==> src/design/iqla_pkg.sv <==
`timescale 1ns / 1ps

package iqla_pkg;

  // Delay line
  localparam int DELAY_DEPTH = 256;
  localparam int DAW = $clog2(DELAY_DEPTH);

  // Queue between front and back
  localparam int QDEPTH = 4;
  localparam int QAW = $clog2(QDEPTH);
  localparam int QLW = $clog2(QDEPTH + 1);

  // Fixed constants
  localparam logic [31:0] GAIN_FLOOR = 32'd41943;     // 0.01 in Q10.22
  localparam logic [15:0] STORE_FILL = 16'd328;       // 0.01 in Q1.15
  localparam logic [15:0] PEAK_INIT  = 16'd32768;     // 1.0 in Q1.15
  localparam logic [31:0] GAIN_INIT  = 32'd4194304;   // 1.0 in Q10.22

  // Register reset values
  localparam logic [30:0] ATTACK_INIT  = 31'd1070313367;
  localparam logic [30:0] RELEASE_INIT = 31'd1073793333;
  localparam logic [30:0] DECAY_INIT   = 31'd1073535805;
  localparam logic [31:0] MAXG_INIT    = 32'd4194304000;
  localparam logic [15:0] TARGET_INIT  = 16'd16384;

  localparam int CFG_IW = 3;

  typedef enum logic [CFG_IW-1:0] {
    REG_ATTACK  = 3'd0,
    REG_RELEASE = 3'd1,
    REG_DECAY   = 3'd2,
    REG_MAXG    = 3'd3,
    REG_TARGET  = 3'd4
  } cfg_reg_t;

  typedef struct packed {
    logic [30:0] attack_ramp;
    logic [30:0] release_ramp;
    logic [30:0] envelope_decay;
    logic [31:0] max_gain;
    logic [15:0] target_level;
  } cfg_t;

  // One queued item: |I| of the new sample and the delayed I/Q pair
  typedef struct packed {
    logic [15:0] mag_in;
    logic [15:0] dly_i;
    logic [15:0] dly_q;
  } item_t;

  typedef struct packed {
    logic  valid;
    item_t item;
  } push_t;

  typedef struct packed {
    logic           nonempty;
    logic [QLW-1:0] level;
  } q_stat_t;

  typedef enum logic [3:0] {
    ST_IDLE,
    ST_DECAY,
    ST_PEAK,
    ST_LEVEL,
    ST_DIR,
    ST_RAMP,
    ST_CLAMP,
    ST_APPLY,
    ST_DONE
  } back_state_t;

endpackage

==> src/design/iqla_back.sv <==
`timescale 1ns / 1ps

module iqla_back import iqla_pkg::*; (
  input  logic        clk,
  input  logic        rst,
  input  cfg_t        cfg,
  input  item_t       head,
  input  q_stat_t     q_stat,
  output logic        pop,
  output logic        m_tvalid,
  input  logic        m_tready,
  output logic [63:0] m_tdata    // [15:0] out_i, [31:16] out_q, [63:32] gain_now
);

  back_state_t state;
  back_state_t state_next;

  item_t       cur;
  logic [15:0] peak;
  logic [31:0] gain;
  logic [62:0] prod;
  logic [47:0] prod_q;
  logic        over;

  logic        out_free;
  logic        deliver;
  logic [31:0] mul_a;
  logic [30:0] mul_b;
  logic [62:0] mul_p;

  logic [47:0] env_rnd;
  logic [15:0] env_dec;
  logic [15:0] env_new;
  logic [63:0] g_rnd;
  logic [33:0] g_full;
  logic [31:0] g_max;
  logic [31:0] g_new;
  logic [15:0] mag_di;
  logic [15:0] mag_dq;
  logic [15:0] sat_i;
  logic [15:0] sat_q;

  // Round Q.22 product to nearest (ties away from zero), saturate to Q1.15
  function automatic logic [15:0] sat_out(input logic neg, input logic [47:0] p);
    logic [48:0] r;
    logic [26:0] q;
    logic [16:0] qq;
    r = {1'b0, p} + 49'h200000;
    q = r[48:22];
    if (neg) begin
      qq = (q > 27'd32768) ? 17'd32768 : q[16:0];
      sat_out = 16'(17'h10000 - qq);
    end else begin
      sat_out = (q > 27'd32767) ? 16'h7FFF : q[15:0];
    end
  endfunction

  assign out_free = !m_tvalid || m_tready;
  assign deliver  = (state == ST_DONE) && out_free;

  // Shared multiplier operand select
  always_comb begin
    case (state)
      ST_DECAY: begin
        mul_a = {16'b0, peak};
        mul_b = cfg.envelope_decay;
      end
      ST_LEVEL: begin
        mul_a = gain;
        mul_b = {15'b0, peak};
      end
      ST_RAMP: begin
        mul_a = gain;
        mul_b = over ? cfg.attack_ramp : cfg.release_ramp;
      end
      ST_APPLY: begin
        mul_a = gain;
        mul_b = {15'b0, mag_di};
      end
      default: begin
        mul_a = gain;
        mul_b = '0;
      end
    endcase
  end

  assign mul_p = {31'b0, mul_a} * {32'b0, mul_b};

  // Envelope decay with rounding and saturation
  assign env_rnd = prod[47:0] + 48'h2000_0000;
  assign env_dec = (env_rnd[47:46] != 2'b00) ? 16'hFFFF : env_rnd[45:30];
  assign env_new = (cur.mag_in > peak) ? cur.mag_in : env_dec;

  // Gain rounding and clamp; floor wins over max
  assign g_rnd  = {1'b0, prod} + 64'h2000_0000;
  assign g_full = g_rnd[63:30];
  assign g_max  = (g_full > {2'b0, cfg.max_gain}) ? cfg.max_gain : g_full[31:0];
  assign g_new  = (g_max < GAIN_FLOOR) ? GAIN_FLOOR : g_max;

  // Magnitudes of the delayed pair
  assign mag_di = cur.dly_i[15] ? (~cur.dly_i + 16'd1) : cur.dly_i;
  assign mag_dq = cur.dly_q[15] ? (~cur.dly_q + 16'd1) : cur.dly_q;

  assign sat_i = sat_out(cur.dly_i[15], prod[47:0]);
  assign sat_q = sat_out(cur.dly_q[15], prod_q);

  // Next state
  always_comb begin
    case (state)
      ST_IDLE:  state_next = q_stat.nonempty ? ST_DECAY : ST_IDLE;
      ST_DECAY: state_next = ST_PEAK;
      ST_PEAK:  state_next = ST_LEVEL;
      ST_LEVEL: state_next = ST_DIR;
      ST_DIR:   state_next = ST_RAMP;
      ST_RAMP:  state_next = ST_CLAMP;
      ST_CLAMP: state_next = ST_APPLY;
      ST_APPLY: state_next = ST_DONE;
      ST_DONE: begin
        if (!out_free) begin
          state_next = ST_DONE;
        end else if (q_stat.nonempty) begin
          state_next = ST_DECAY;
        end else begin
          state_next = ST_IDLE;
        end
      end
      default:  state_next = ST_IDLE;
    endcase
  end

  // Outputs of the sequencer
  always_comb begin
    case (state)
      ST_IDLE: pop = q_stat.nonempty;
      ST_DONE: pop = out_free && q_stat.nonempty;
      default: pop = 1'b0;
    endcase
  end

  // Control state
  always_ff @(posedge clk) begin
    if (rst) begin
      state    <= ST_IDLE;
      peak     <= PEAK_INIT;
      gain     <= GAIN_INIT;
      m_tvalid <= 1'b0;
    end else begin
      state <= state_next;
      if (state == ST_PEAK) begin
        peak <= env_new;
      end
      if (state == ST_CLAMP) begin
        gain <= g_new;
      end
      if (deliver) begin
        m_tvalid <= 1'b1;
      end else if (m_tready) begin
        m_tvalid <= 1'b0;
      end
    end
  end

  // Datapath registers
  always_ff @(posedge clk) begin
    if (pop) begin
      cur <= head;
    end
    if (state == ST_DECAY || state == ST_LEVEL || state == ST_RAMP ||
        state == ST_APPLY) begin
      prod <= mul_p;
    end
    if (state == ST_APPLY) begin
      prod_q <= {32'b0, mag_dq} * {16'b0, gain};
    end
    if (state == ST_DIR) begin
      over <= (prod[47:0] >= {10'b0, cfg.target_level, 22'b0});
    end
    if (deliver) begin
      m_tdata <= {gain, sat_q, sat_i};
    end
  end

endmodule

==> config.mk <==
export PLATFORM = sky130hd
export DESIGN_NAME = iqla_back
export DESIGN_NICKNAME = d
export VERILOG_FILES = /design/src/design/iqla_pkg.sv /design/src/design/iqla_back.sv
export SDC_FILE = /design/constraint.sdc
export NUM_CORES = 2
export LEC_CHECK = 0
export BUFFER_PORTS_ARGS = -buffer_cell sky130_fd_sc_hd__buf_4
export CAP_MARGIN = 20
export CORE_MARGIN = 2
export CORE_UTILIZATION = 40
export CTS_CLUSTER_DIAMETER = 30
export CTS_CLUSTER_SIZE = 24
export DETAILED_ROUTE_END_ITERATION = 12
export HOLD_SLACK_MARGIN = 0.15
export PLACE_DENSITY = 0.65
export SETUP_SLACK_MARGIN = 0.4
export SLEW_MARGIN = 20
export SYNTH_ARGS = -nofsm -noshare
export SYNTH_HDL_FRONTEND = slang
export SYNTH_SLANG_ARGS = --single-unit
==> constraint.sdc <==
create_clock -name clk -period 13.3 [get_ports clk]
set_input_delay 2.66 -clock clk [delete_from_list [all_inputs] [get_ports clk]]
set_output_delay 2.66 -clock clk [all_outputs]
set_load 0.02 [all_outputs]
==> metrics.yaml <==
run_status:
  status: "finished, final reports clean"
clock_network:
  cts.reportedPaths.clkPinSlew_ns: 0.04
  cts_hold_buffers: 0
  cts_root_buf: "clkbuf_16"
  cts_inserted_buffers: 71
  cts_tree: "done"
  cts_resized: 0
  clock_latency_ns: 0.64
  post-cts-setup-buffers: 0
  clock_path_buffers: 3
  clkSinkCount: 256
  cts_max_level: 3
worst_hold_path:
  hp-start: "peak[13]"
  hold_path.class: "reg -> reg"
  hold_depth: 2
  hold_end: "peak[13]"
placed_design:
  dpl.cell_count: 9013
  port_buffers: 258
  placed_area_um2: 66320
  gp_congestion: 0.9723
  place_hpwl_um: 166100
layout:
  antenna_cells: 0
  instances_no_fill: 9142
  area_growth_syn_to_layout_pct: 11.33
  multiInputGateArea_um2: 48330
  drive_gt1_frac: 0.09101
  post-route-cell-area_um2: 68760
  seq_area_um2: 7157
  fill_cells: 14746
  fin_nets: 8965
yosys:
  ys_types: 95
  async_reset_ff_frac: 0
  syn_nets: 8846
  ys_warn_count: 0
  synth_seq_cells: 256
  avgSynthCellArea_um2: 8.922
  synth_edf_count: 203
  synth_cells: 6923
  netlist_area_um2: 61760
  ys_seq_area_frac: 0.1159
  synthFlopType: "edfxtp_1"
setup_path:
  crit_top_cell: "fa_1"
  critPathMaxStageDelay_ns: 0.64
  reg2reg_slack_ns: 2.29
  end_kind: "flop"
  cp_num_cells: 29
  path_delay_family: "adder cells"
  reg2regPathDepth: 31
  cp_slowest_cell: "a222oi_1"
  required_ns: 13.68
  worstSetupPathType: "in -> reg"
  reg2reg_to: "prod[56]"
  path_buf_inv: 6
  worstPathArrival_ns: 11.98
  startpoint_type: "input port"
  rr_startpoint: "cur[17]"
  path_max_fanout: 19
pwr:
  seq_power_share: 0.267
  internal-power_mw: 2.379
  irDropWorstVdd_v: 0.00008408
  switching_power_mw: 1.290
  combPwrFrac: 0.267
  power_mw: 3.669
  p_clk_frac: 0.466
  leakagePower_nw: 31.71
  p_sw_frac: 0.3515
  cellPowerDensity_nw_per_um2: 53.36
grt:
  grt_pass1_vias: 53721
  overflow: 0
  grt.total_usage: 0.2726
  grt_pass1_wl_um: 322300
  grt_antenna_before_repair: 5
  grt_start_max_net_pins: 65
timing:
  setup-tns-final_ns: 0
  finalMaxSlewViolations: 0
  hold_slack_ns: 0.5227
  finalCritPeriodShare: 0.8720
  finClkSkew_ns: 0.03029
  max_freq_ghz: 0.08622
  worstMarginPinSlew_ns: 1.170
  rsz0062_at_grt: "no"
  hold_violations: 0
  setup_violations: 0
  timing.final.crit_period_ns: 11.60
  max_slew_margin: 0.2199
drt:
  drc_errors: 0
  wl_per_cell_um: 23.16
  drtAntennaViolNets: 0
  dr.first_iter.drc_count: 4261
  vias: 50400
  met3_length_um: 22190
  highest_layer: "met5"
  wl_met2_um: 97850
  drtPass1Iterations: 6
  vias_per_cell: 5.513
  wirelength_met1_um: 77520
  routed_wl_um: 211800
die:
  die_h_um: 397.0
  coreArea_um2: 153700
  io_pins: 262
  rows: 144
  fp.dieW_um: 397.0
  initial_core_util: 0.4019
  die_area_um2: 157600
job:
  maxCapViolCount: 0
power groups by stage:
stage	sequential, mW	clock (mW)	combinational, mW
detailed placement	0.986	0	0.956
floorplan	0.944	0	0.579
finish	0.978	1.71	0.980
CTS	0.974	1.73	0.962
global placement	0.986	0	0.943
global route	0.980	1.77	1.05
Yosys cell counts, types with 19 or more instances:
master    instances  area (µm²)
nand2b_1         32       200.2
fa_1           1283       25680
and2_1          104       650.6
a21o_1           58       435.4
clkbuf_1        326        1224
nand4_1          60       375.4
xor2_1           72       630.6
o21a_1           47       352.8
mux2i_1          66       660.6
mux2_2           20       225.2
a211oi_1         20       150.1
inv_1          1369        5139
nor3_1           49       245.2
buf_2            23       115.1
nor2b_1         105       656.9
dfxtp_1          53        1061
xnor2_1         112       980.9
nand2_1        1211        4546
edfxtp_1        203        6096
nor2_1          519        1948
nand3_1          69       345.3
o211ai_1         26       195.2
o21ai_1          28       140.1
ha_1            444        5555
o21ai_0         117       585.6
nor4_1           35       219.0
and3_1           19       118.9
a21oi_1         164       820.8
flip-flops by register name, summed over array words and instances (netlist names):
register / flops
m_tdata: 64
prod: 63
cur: 48
gain: 32
prod_q: 27
peak: 16
state: 4
m_tvalid: 1
over: 1
final cells by class:
type,count,area share
Sequential cell,256,0.1041
Inverter,1370,0.07479
Timing Repair Buffer,422,0.04607
Tap cell,2044,0.03719
Clock inverter,39,0.007879
Clock buffer,90,0.02717
Multi-Input combinational cell,4921,0.7028
metrics by stage:
step | worst slack, ns | utilization
after floorplan | 2.656 | -
after global routing | 1.395 | 0.4474
final | 1.702 | 0.4474
after CTS | 1.857 | 0.4472
after global placement | 1.256 | 0.4315
after detailed placement | 1.224 | 0.4315
cell usage in the layout, fill, tap and decap left out, types with 69 or more instances in the layout:
master | synthesis | final
and2_1 | 104 | 103
ha_1 | 444 | 444
buf_4 | 3 | 422
nor2_1 | 519 | 517
nand3_1 | 69 | 69
fa_1 | 1283 | 1283
nor2b_1 | 105 | 104
clkbuf_16 | 0 | 71
edfxtp_1 | 203 | 203
inv_1 | 1369 | 1369
a21oi_1 | 164 | 162
o21ai_0 | 117 | 108
nand2_1 | 1211 | 1211
xnor2_1 | 112 | 103
per-layer routing:
layer | GRT usage | up-vias
li1 | - | 21500
met1 | 0.3325 | 25650
met2 | 0.4416 | 2595
met3 | 0.06623 | 653
met4 | 0.1547 | 2
met5 | 0 | -
how the worst max path moves through the flow:
stage	from	slack, ns	to
3_5_place_dp	cfg[114]	1.22	prod[56]
3_3_place_gp	cfg[114]	1.26	prod[56]
4_1_cts	cfg[83]	1.86	prod[56]
2_1_floorplan	cfg[114]	2.66	prod[51]
6_report	cfg[114]	1.70	prod[56]
5_1_grt	cfg[114]	1.39	prod[56]
logic make-up after synthesis:
kind of cell	share of synthesized area
and+or+nand+nor	0.1615
buffers and inverters	0.1073
adders and majority gates	0.5058
AOI/OAI and AO/OA	0.06916
DFF	0.1159
xor gates and xnor gates	0.02609
muxes	0.01434
worst reg2reg max path: cells and delay by family (launching register included):
| kind | cells | cell delay, ns |
|---|---|---|
| buf+inv | 7 | 0.39 |
| compound gates | 8 | 3.11 |
| simple gates | 5 | 1.80 |
| fa+ha+maj | 9 | 4.73 |
| flops | 1 | 0.43 |
| xor+xnor | 2 | 0.31 |
(Power assumes the default switching activity.)
