--- src/design/iqla_pkg.sv ---
`timescale 1ns / 1ps

package iqla_pkg;

  // Delay line
  localparam int DELAY_DEPTH = 256;
  localparam int DAW = $clog2(DELAY_DEPTH);

  // Queue between front and back
  localparam int QDEPTH = 4;
  localparam int QAW = $clog2(QDEPTH);
  localparam int QLW = $clog2(QDEPTH + 1);

  // Fixed constants
  localparam logic [31:0] GAIN_FLOOR = 32'd41943;     // 0.01 in Q10.22
  localparam logic [15:0] STORE_FILL = 16'd328;       // 0.01 in Q1.15
  localparam logic [15:0] PEAK_INIT  = 16'd32768;     // 1.0 in Q1.15
  localparam logic [31:0] GAIN_INIT  = 32'd4194304;   // 1.0 in Q10.22

  // Register reset values
  localparam logic [30:0] ATTACK_INIT  = 31'd1070313367;
  localparam logic [30:0] RELEASE_INIT = 31'd1073793333;
  localparam logic [30:0] DECAY_INIT   = 31'd1073535805;
  localparam logic [31:0] MAXG_INIT    = 32'd4194304000;
  localparam logic [15:0] TARGET_INIT  = 16'd16384;

  localparam int CFG_IW = 3;

  typedef enum logic [CFG_IW-1:0] {
    REG_ATTACK  = 3'd0,
    REG_RELEASE = 3'd1,
    REG_DECAY   = 3'd2,
    REG_MAXG    = 3'd3,
    REG_TARGET  = 3'd4
  } cfg_reg_t;

  typedef struct packed {
    logic [30:0] attack_ramp;
    logic [30:0] release_ramp;
    logic [30:0] envelope_decay;
    logic [31:0] max_gain;
    logic [15:0] target_level;
  } cfg_t;

  // One queued item: |I| of the new sample and the delayed I/Q pair
  typedef struct packed {
    logic [15:0] mag_in;
    logic [15:0] dly_i;
    logic [15:0] dly_q;
  } item_t;

  typedef struct packed {
    logic  valid;
    item_t item;
  } push_t;

  typedef struct packed {
    logic           nonempty;
    logic [QLW-1:0] level;
  } q_stat_t;

  typedef enum logic [3:0] {
    ST_IDLE,
    ST_DECAY,
    ST_PEAK,
    ST_LEVEL,
    ST_DIR,
    ST_RAMP,
    ST_CLAMP,
    ST_APPLY,
    ST_DONE
  } back_state_t;

endpackage

--- src/design/iqla_queue.sv ---
`timescale 1ns / 1ps

module iqla_queue import iqla_pkg::*; (
  input  logic    clk,
  input  logic    rst,
  input  push_t   push,
  input  logic    pop,
  output item_t   head,
  output q_stat_t q_stat
);

  item_t          slots [QDEPTH];
  logic [QAW-1:0] rd_ptr;
  logic [QAW-1:0] wr_ptr;
  logic [QLW-1:0] level;

  function automatic logic [QAW-1:0] q_next(input logic [QAW-1:0] p);
    q_next = (p == QAW'(QDEPTH - 1)) ? '0 : p + 1'b1;
  endfunction

  always_ff @(posedge clk) begin
    if (rst) begin
      rd_ptr <= '0;
      wr_ptr <= '0;
      level  <= '0;
    end else begin
      if (push.valid) begin
        wr_ptr <= q_next(wr_ptr);
      end
      if (pop) begin
        rd_ptr <= q_next(rd_ptr);
      end
      level <= level + QLW'(push.valid) - QLW'(pop);
    end
  end

  always_ff @(posedge clk) begin
    if (push.valid) begin
      slots[wr_ptr] <= push.item;
    end
  end

  assign head            = slots[rd_ptr];
  assign q_stat.nonempty = (level != '0);
  assign q_stat.level    = level;

endmodule

--- config.mk ---
export PLATFORM = sky130hd
export DESIGN_NAME = iqla_queue
export DESIGN_NICKNAME = d
export VERILOG_FILES = /design/src/design/iqla_pkg.sv /design/src/design/iqla_queue.sv
export SDC_FILE = /design/constraint.sdc
export NUM_CORES = 1
export LEC_CHECK = 0
export ABC_AREA = 0
export BUFFER_PORTS_ARGS = -buffer_cell sky130_fd_sc_hd__buf_2
export CAP_MARGIN = 20
export CORE_ASPECT_RATIO = 0.6
export CORE_UTILIZATION = 56
export DETAILED_ROUTE_END_ITERATION = 16
export HOLD_SLACK_MARGIN = 0.08
export PLACE_DENSITY = 0.78
export REMOVE_ABC_BUFFERS = 1
export SYNTH_ARGS = -nofsm -noshare
export SYNTH_HDL_FRONTEND = slang
export SYNTH_SLANG_ARGS = --single-unit
export TNS_END_PERCENT = 5
--- constraint.sdc ---
create_clock -name clk -period 2.35 [get_ports clk]
set_input_delay 0.47 -clock clk [delete_from_list [all_inputs] [get_ports clk]]
set_output_delay 0.47 -clock clk [all_outputs]
set_load 0.05 [all_outputs]
==> results.toml, run 1 <==
[synth]
synth_edf_count = 192
netlist_top_cells_area = "edfxtp_1 (78%), mux4_2 (15%), dfxtp_1 (2.4%), ha_1 (1.2%), buf_6 (0.46%)"
synth.cell_area_mm2 = 0.00736
ys_seq_elements = 201
yosysWarnings = 0
synthTopCellsByCount = "edfxtp_1 (192), mux4_2 (48), dfxtp_1 (9), ha_1 (7), inv_1 (5)"
yosysSeqAreaShare_pct = 80.8
synth_cells = 291
synth_top_cell_by_area = "edfxtp_1"
avgSynthCellArea_um2 = 25.3
ys_types = 19
synth_ff_type = "edfxtp_1"
async_flop_share_pct = 0
yosysMostFrequentCell = "edfxtp_1"
yosysTopAreaCellShare_pct = 78.3

[sta]
drv_slew = 0
skew_ns = 0.00791
min_period_ns = 2.32
fmax_mhz = 431
rsz0062_at_grt = "yes"
hold_violations = 0
tightest_slew_ns = 0.494
finalSetupViolations = 0
relSlewSlack_pct = 67.1
fin_crit_sh_pct = 98.7
hold-worst-slack_ns = 0.214

[die]
rows = 32
coreArea_mm2 = 0.0128
io_pins = 104
die-area_mm2 = 0.0136
initial_utilization_pct = 57.4
die_y_um = 90.8
die_w_um = 150

[clocking]
cts_sinks = 201
clockBufferDepth = 3
clk_latency_ns = 0.47
cts_root_buffer = "clkbuf_16"
cts_max_level = 1
clkTransAtPathRegs_ns = 0.06
cts_made_buffers = 18
tritoncts = "yes"
hold_buffers = 0

[power]
combPwrFrac_pct = 15.5
power_density_mw_per_mm2 = 895
p_sw_uw = 1980
clock_power_share_pct = 32.9
power_uw = 8020
seq_power_share_pct = 51.6
internal-power_uw = 6040
p_leak_uw = 0.00311
peakVddDrop_uv = 564
p_sw_share_pct = 24.7

[global_routing]
grt_pass1_vias = 3538
antenna_found_initial = 1
grt_max_degree = 33
grt_overflow = 0
track_usage_pct = 19.3
grt_pass1_wl_um = 19200

[layout]
layout.cells.non_filler = 608
antenna_cells = 0
num-fill-cells = 798
layout.nets = 487
finish.instance_area_mm2 = 0.00896
area_delta_synth_final_pct = 21.8
drive_gt1_share_pct = 46.3

[detailed_routing]
vias = 3397
routed_wl_um = 13000
drtIter0Drc = 189
vias_per_cell = 5.59
wl_per_cell_um = 21.4
drcViolationCount = 0
ant_nets = 0
firstDrtPassIters = 6

[place]
placed_area_mm2 = 0.00816
dp.cells = 568
dp_hpwl_um = 7850
gp_congestion = 0.708
numPortBuffers = 103

[setup_path]
cp-end-kind = "primary output"
cp.required_ns = 1.88
startpoint_type = "flop"
path_max_fanout = 6
path_class = "flop to primary output"
worstPathArrival_ns = 1.85

[min_path]
hp-class = "input pin to flop"

[status]
status = "complete, no violations"

[flow_run]
maxCapViolations = 0
[power groups by stage]
stage	clock, µW	combinational [µW]	sequential, µW
final	2640	1240	4140
after global routing	2820	1310	4150
after CTS	2710	1160	4140
after detailed placement	0	1140	4230
after global placement	0	1110	4210
after floorplan	0	734	4300
[final timing paths]
| path | start | end | slack, ns | depth (start not counted) |
|---|---|---|---|---|
| hold reg to reg | rd_ptr[0]$_SDFFE_PP0P_ | flop | 0.52 | 2 |
| setup / recovery | flop | head[31] | 0.03 | 4 |
| setup reg to reg | level[0]$_SDFF_PP0_ | level[2]$_SDFF_PP0_ | 0.71 | 8 |
| hold / removal | push[42] | slots[1][42]$_DFFE_PP_ | 0.21 | 1 |
[metal layers]
layer  wire [µm]  vias to the layer above  share of wire, %  GRT usage [%]
met3         991                       18               7.6           6.11
met1        5370                     1763                41           25.2
li1            -                     1499                 -              -
met5           0                        -                 0              0
met2        6470                      117                50           32.4
met4         173                        0               1.3           3.79
[cells in the final DEF (no fill, tap or decap), drive strengths merged]
master | netlist | routed
or3b | 2 | 2
buf | 8 | 123
clkinv | 0 | 6
nor2 | 4 | 4
and2 | 4 | 4
fa | 1 | 1
clkbuf | 2 | 28
dfxtp | 9 | 9
mux4 | 48 | 48
nand2b | 2 | 2
a21oi | 2 | 2
inv | 5 | 5
xnor3 | 1 | 1
ha | 7 | 7
edfxtp | 192 | 192
nor2b | 1 | 1
or3 | 1 | 1
mux2i | 2 | 2
[metrics by stage]
stage	worst slack, ns	TNS (ns)	util, %
finish	0.0308	0	70.0
detailed placement	0.355	0	63.7
CTS	-0.00792	-0.00792	68.0
global placement	0.383	0	63.7
global route	-0.0284	-0.227	70.0
floorplan	-1.02	-49.02	-
[area by class of cell]
type	instances	area, µm²	area share (%)
clock buffer	25	508	5.67
clock inverter	6	23.8	0.265
inverter	5	18.8	0.209
multi-input combinational	75	1330	14.8
sequential	201	5950	66.4
tap	170	213	2.37
timing repair buffer	126	921	10.3
[worst max-delay path, cell delays in order, from the launching register on]
cell and delay, ns:
dfxtp_4 0.36, buf_4 0.13, buf_8 0.14, mux4_2 0.52, buf_2 0.23
[flip-flops by register name (all words and copies together) (netlist names), named ones only]
register,flops
wr_ptr,2
rd_ptr,2
level,3
slots,192
[kinds of logic after synthesis]
group,count (synthesis),share of synthesized area (%)
multiplexers,50,15.0
flip-flops,201,80.8
AND/OR/NAND/NOR,14,1.12
XOR/XNOR,1,0.306
AO/OA/AOI/OAI,2,0.136
buffers and inverters,15,1.22
adder cells (fa/ha/maj),8,1.46
[timing repair]
item,4_1_cts,5_1_grt
setup endpoints to repair,40,35
gates cloned,0,3
setup buffers,2,4
gates resized for setup,4,69
Power figures use the tool's default switching activity.
==> inputs of run 2 (changes only) <==
Settings changed: ABC_CLOCK_PERIOD_IN_PS set to 2350, CORE_MARGIN set to 4.
==> run 2 against run 1 <==
Against the previous run:
- sequential power is essentially flat
- final area down 0.88%
- die area is 11% higher
- first-iteration DRC count decreased by 21%
- critical path depth decreased by 1
- via count shrank 1.2%
- worst setup slack lost 0.0054 ns
- clock power about the same
- total power is 0.37% lower
- final cell count down 2.0%
- highest routed layer is now met5
==> results.toml, run 2 (same netlist as run 1, synthesis figures left out) <==
[power]
power_density_mw_per_mm2 = 899
p_leak_uw = 0.00304
peakVddDrop_uv = 602

[clocking]
clk_latency_ns = 0.47
cts_made_buffers = 18
cts_max_level = 1
hold_buffers = 0
clockBufferDepth = 3
tritoncts = "yes"
cts_root_buffer = "clkbuf_16"
clkTransAtPathRegs_ns = 0.06
postCtsSetupBuffers = 0
cts_sinks = 201

[layout]
reg_top3 = "slots x192, level x3"
antenna_cells = 0
final_common_cell = "edfxtp_1"
area_delta_synth_final_pct = 20.7
drive_gt1_share_pct = 44.6
finish.instance_area_mm2 = 0.00888
num-fill-cells = 798
layout.nets = 474
largest_reg_flops = 192
layout_common_cells = "edfxtp_1 (192), buf_2 (78), mux4_2 (48)"
top_register = "slots"

[flow_run]
maxCapViolations = 0

[setup_path]
reg2reg_from = "level[0]$_SDFF_PP0_"
startpoint_type = "flop"
cp-end-kind = "primary output"
worstPathArrival_ns = 1.85
path_class = "flop to primary output"
path_max_fanout = 28
cp.required_ns = 1.88

[sta]
final.setup.worst_slack_ns = 0.0254
min_period_ns = 2.32
fin_crit_sh_pct = 98.9
hold_violations = 0
fmax_mhz = 430
skew_ns = 0.00959
finalSetupViolations = 0
relSlewSlack_pct = 68.9
drv_slew = 0
rsz0062_at_grt = "yes"
tightest_slew_ns = 0.466

[die]
initial_utilization_pct = 57.3
die_y_um = 96.8
coreArea_mm2 = 0.0129
io_pins = 104
die-area_mm2 = 0.0151
die_w_um = 156
rows = 32

[min_path]
hold_start = "push[9]"
hp-class = "input pin to flop"

[place]
placed_area_mm2 = 0.00820
gp_congestion = 0.726
dp_hpwl_um = 8140
numPortBuffers = 103
pre_cts_ws_ns = 0.455

[detailed_routing]
routed_wl_um = 13000
firstDrtPassIters = 4
vias = 3355
wl_per_cell_um = 21.8
vias_per_cell = 5.63
drtIter0Drc = 149
drcViolationCount = 0
ant_nets = 0

[global_routing]
grt_max_degree = 49
antenna_found_initial = 2
grt_pass1_vias = 3616
track_usage_pct = 17.4
grt_overflow = 0
grt_pass1_wl_um = 20100

[status]
status = "complete, no violations"
## run 2: cell count changes in the layout (fill, tap and decap cells not counted), sizes merged
| cell | change |
|---|---|
| clkbuf | -5 |
| buf | -10 |
| clkinv | +3 |
## run 2: final timing paths
kind	slack (ns)	cells past startpoint	endpoint
setup / recovery	0.03	3	head[28]
hold / removal	0.21	1	slots[2][9]$_DFFE_PP_
setup reg to reg	0.74	8	level[2]$_SDFF_PP0_
hold reg to reg	0.51	2	flop
## run 2: critical path: stages (launching register included)
cell     delay, ns
dfxtp_4       0.38
buf_16        0.24
mux4_2        0.58
buf_6         0.18
## run 2: power by group
group          leakage, µW  internal, µW  total [µW]  switching [µW]
registers          0.00184          4090        4140            54.9
clock network     0.000258          1470        2630            1160
logic             0.000943           429        1220             792
total              0.00304          5990        7990            2000
## run 2: timing repair
item,CTS,global route
gates resized for setup,30,23
pin swaps,0,0
endpoints found under the setup margin,23,44
## run 2: layout make-up
| cell class | instances | area, µm² | share of cell area, % |
|---|---|---|---|
| inverters | 5 | 18.8 | 0.211 |
| clock buffers | 23 | 490 | 5.52 |
| flip-flops and latches | 201 | 5950 | 67.0 |
| clock inverters | 9 | 36.3 | 0.408 |
| well taps | 170 | 213 | 2.39 |
| repair buffers | 113 | 847 | 9.53 |
| multi-input cells | 75 | 1330 | 15.0 |
## run 2: routing by layer
layer / vias up / track usage [%] / wire (µm)
met3: 25 / 5.95 / 1100
met4: 4 / 3.30 / 215
met1: 1731 / 24.8 / 5520
met2: 124 / 27.0 / 6120
met5: - / 0 / 24
li1: 1471 / - / -
## run 2: metrics by stage
step | power (µW) | util, % | hold WS (ns) | cells | TNS, ns
after floorplan | 5040 | - | 0.469 | 281 | -49.02
after global placement | 5340 | 63.8 | 0.490 | 564 | 0
after detailed placement | 5370 | 63.8 | 0.499 | 564 | 0
after CTS | 8040 | 68.6 | 0.196 | 596 | -0.00556
after global routing | 8280 | 69.1 | 0.196 | 596 | -0.998
final | 7990 | 69.1 | 0.210 | 596 | 0
==> inputs of run 3 (changes only) <==
Settings changed: PLACE_DENSITY 0.78 to 0.89, SKIP_CTS_REPAIR_TIMING set to 1.
==> run 3 against run 2 <==
Against the previous run:
- sequential share of layout area rose by 0.14 points
- critical path type unchanged
- via count rose by 0.60%
- die area did not move
- total power rose by 1.2%
- final cell count rose by 0.67%
- worst setup slack got worse by 0.018 ns
- wire length rose by 4.2%
- clock skew fell by 0.0034 ns
- clock-buffer cell count rose by 6
- non-clock buffer count rose by 5
==> results.toml, run 3 (same netlist as run 1, synthesis figures left out) <==
[layout]
layout.nets = 479
layout.cells.non_filler = 600
area_delta_synth_final_pct = 20.5
largest_reg_flops = 192
drive_gt1_share_pct = 45.8
reg_top3 = "slots x192, level x3"
fin_util_pct = 69.0
top_register = "slots"
antenna_cells = 0
layout_common_cells = "edfxtp_1 (192), buf_2 (101), mux4_2 (48)"
final_common_cell = "edfxtp_1"

[global_routing]
grt_pass1_vias = 3667
grt_pass1_wl_um = 20300
grt_max_degree = 38
grt_overflow = 0
antenna_found_initial = 1
track_usage_pct = 17.5

[sta]
fin_crit_sh_pct = 99.7
fmax_mhz = 427
relSlewSlack_pct = 66.9
rsz0062_at_grt = "yes"
min_period_ns = 2.34
drv_slew = 0
finalSetupViolations = 0
hold-worst-slack_ns = 0.218
tightest_slew_ns = 0.496
skew_ns = 0.00617
hold_violations = 0

[die]
die_y_um = 96.8
rows = 32
coreArea_mm2 = 0.0129
die-area_mm2 = 0.0151
io_pins = 104
die_w_um = 156
initial_utilization_pct = 57.3

[setup_path]
cp.required_ns = 1.88
critPathTopFamily = "multiplexers"
path_cells = "clkbuf_16 -> mux4_2 -> buf_2"
worstPathArrival_ns = 1.87
startpoint_type = "flop"
cp.buffers_inverters = 2
path_max_fanout = 9
cp-end-kind = "primary output"
crit_path_max_incr_delay_ns = 0.51
path_class = "flop to primary output"
slowest_stage = "mux4_2"

[detailed_routing]
ant_nets = 0
drtIter0Drc = 191
routed_wl_um = 13500
firstDrtPassIters = 4
wl_per_cell_um = 22.5
vias_per_cell = 5.63
drcViolationCount = 0
vias = 3375

[place]
gp_congestion = 0.733
dp_hpwl_um = 8270
numPortBuffers = 103
dp.cells = 566

[power]
power_density_mw_per_mm2 = 912
peakVddDrop_uv = 615
power_uw = 8080
p_leak_uw = 0.00305

[clocking]
clockBufferDepth = 3
clk_latency_ns = 0.46
cts_sinks = 201
cts_max_level = 1
clkTransAtPathRegs_ns = 0.06
cts_root_buffer = "clkbuf_16"
tritoncts = "yes"
cts_made_buffers = 18

[flow_run]
maxCapViolations = 0

[min_path]
hp-class = "input pin to flop"

[status]
status = "complete, no violations"
-- run 3: report_power, final --
group | internal (µW) | switching [µW] | total (µW)
sequential | 4090 | 53.9 | 4140
clock | 1610 | 1150 | 2760
combinational | 390 | 797 | 1190
-- run 3: area by class of cell --
class	instances	area, µm²
Multi-Input combinational cell	75	1330
Clock inverter	2	7.51
Timing Repair Buffer	118	795
Sequential cell	201	5950
Clock buffer	29	553
Tap cell	170	213
Fill cell	777	3990
Inverter	5	18.8
-- run 3: final timing paths --
path | from | end | slack [ns] | depth (start not counted)
max | flop | head[26] | 0.007 | 3
min | push[8] | slots[3][8]$_DFFE_PP_ | 0.22 | 1
max reg2reg | level[0]$_SDFF_PP0_ | level[2]$_SDFF_PP0_ | 0.71 | 8
min reg2reg | wr_ptr[0]$_SDFFE_PP0P_ | wr_ptr[0]$_SDFFE_PP0P_ | 0.55 | 2
-- run 3: metrics by stage --
stage | worst slack [ns] | TNS (ns) | area (µm²)
2_1_floorplan | -1.02 | -49.02 | 7290
3_3_place_gp | 0.429 | 0 | 8200
3_5_place_dp | 0.409 | 0 | 8200
4_1_cts | -0.0912 | -2.54 | 8760
5_1_grt | -0.0549 | -1.41 | 8870
6_report | 0.00700 | 0 | 8870
-- run 3: routing by layer --
| metal | part of all wire [%] | track usage [%] |
|---|---|---|
| met5 | 0.096 | 0 |
| met4 | 0.92 | 2.49 |
| met1 | 42 | 25.2 |
| met3 | 8.5 | 5.72 |
| met2 | 48 | 27.5 |
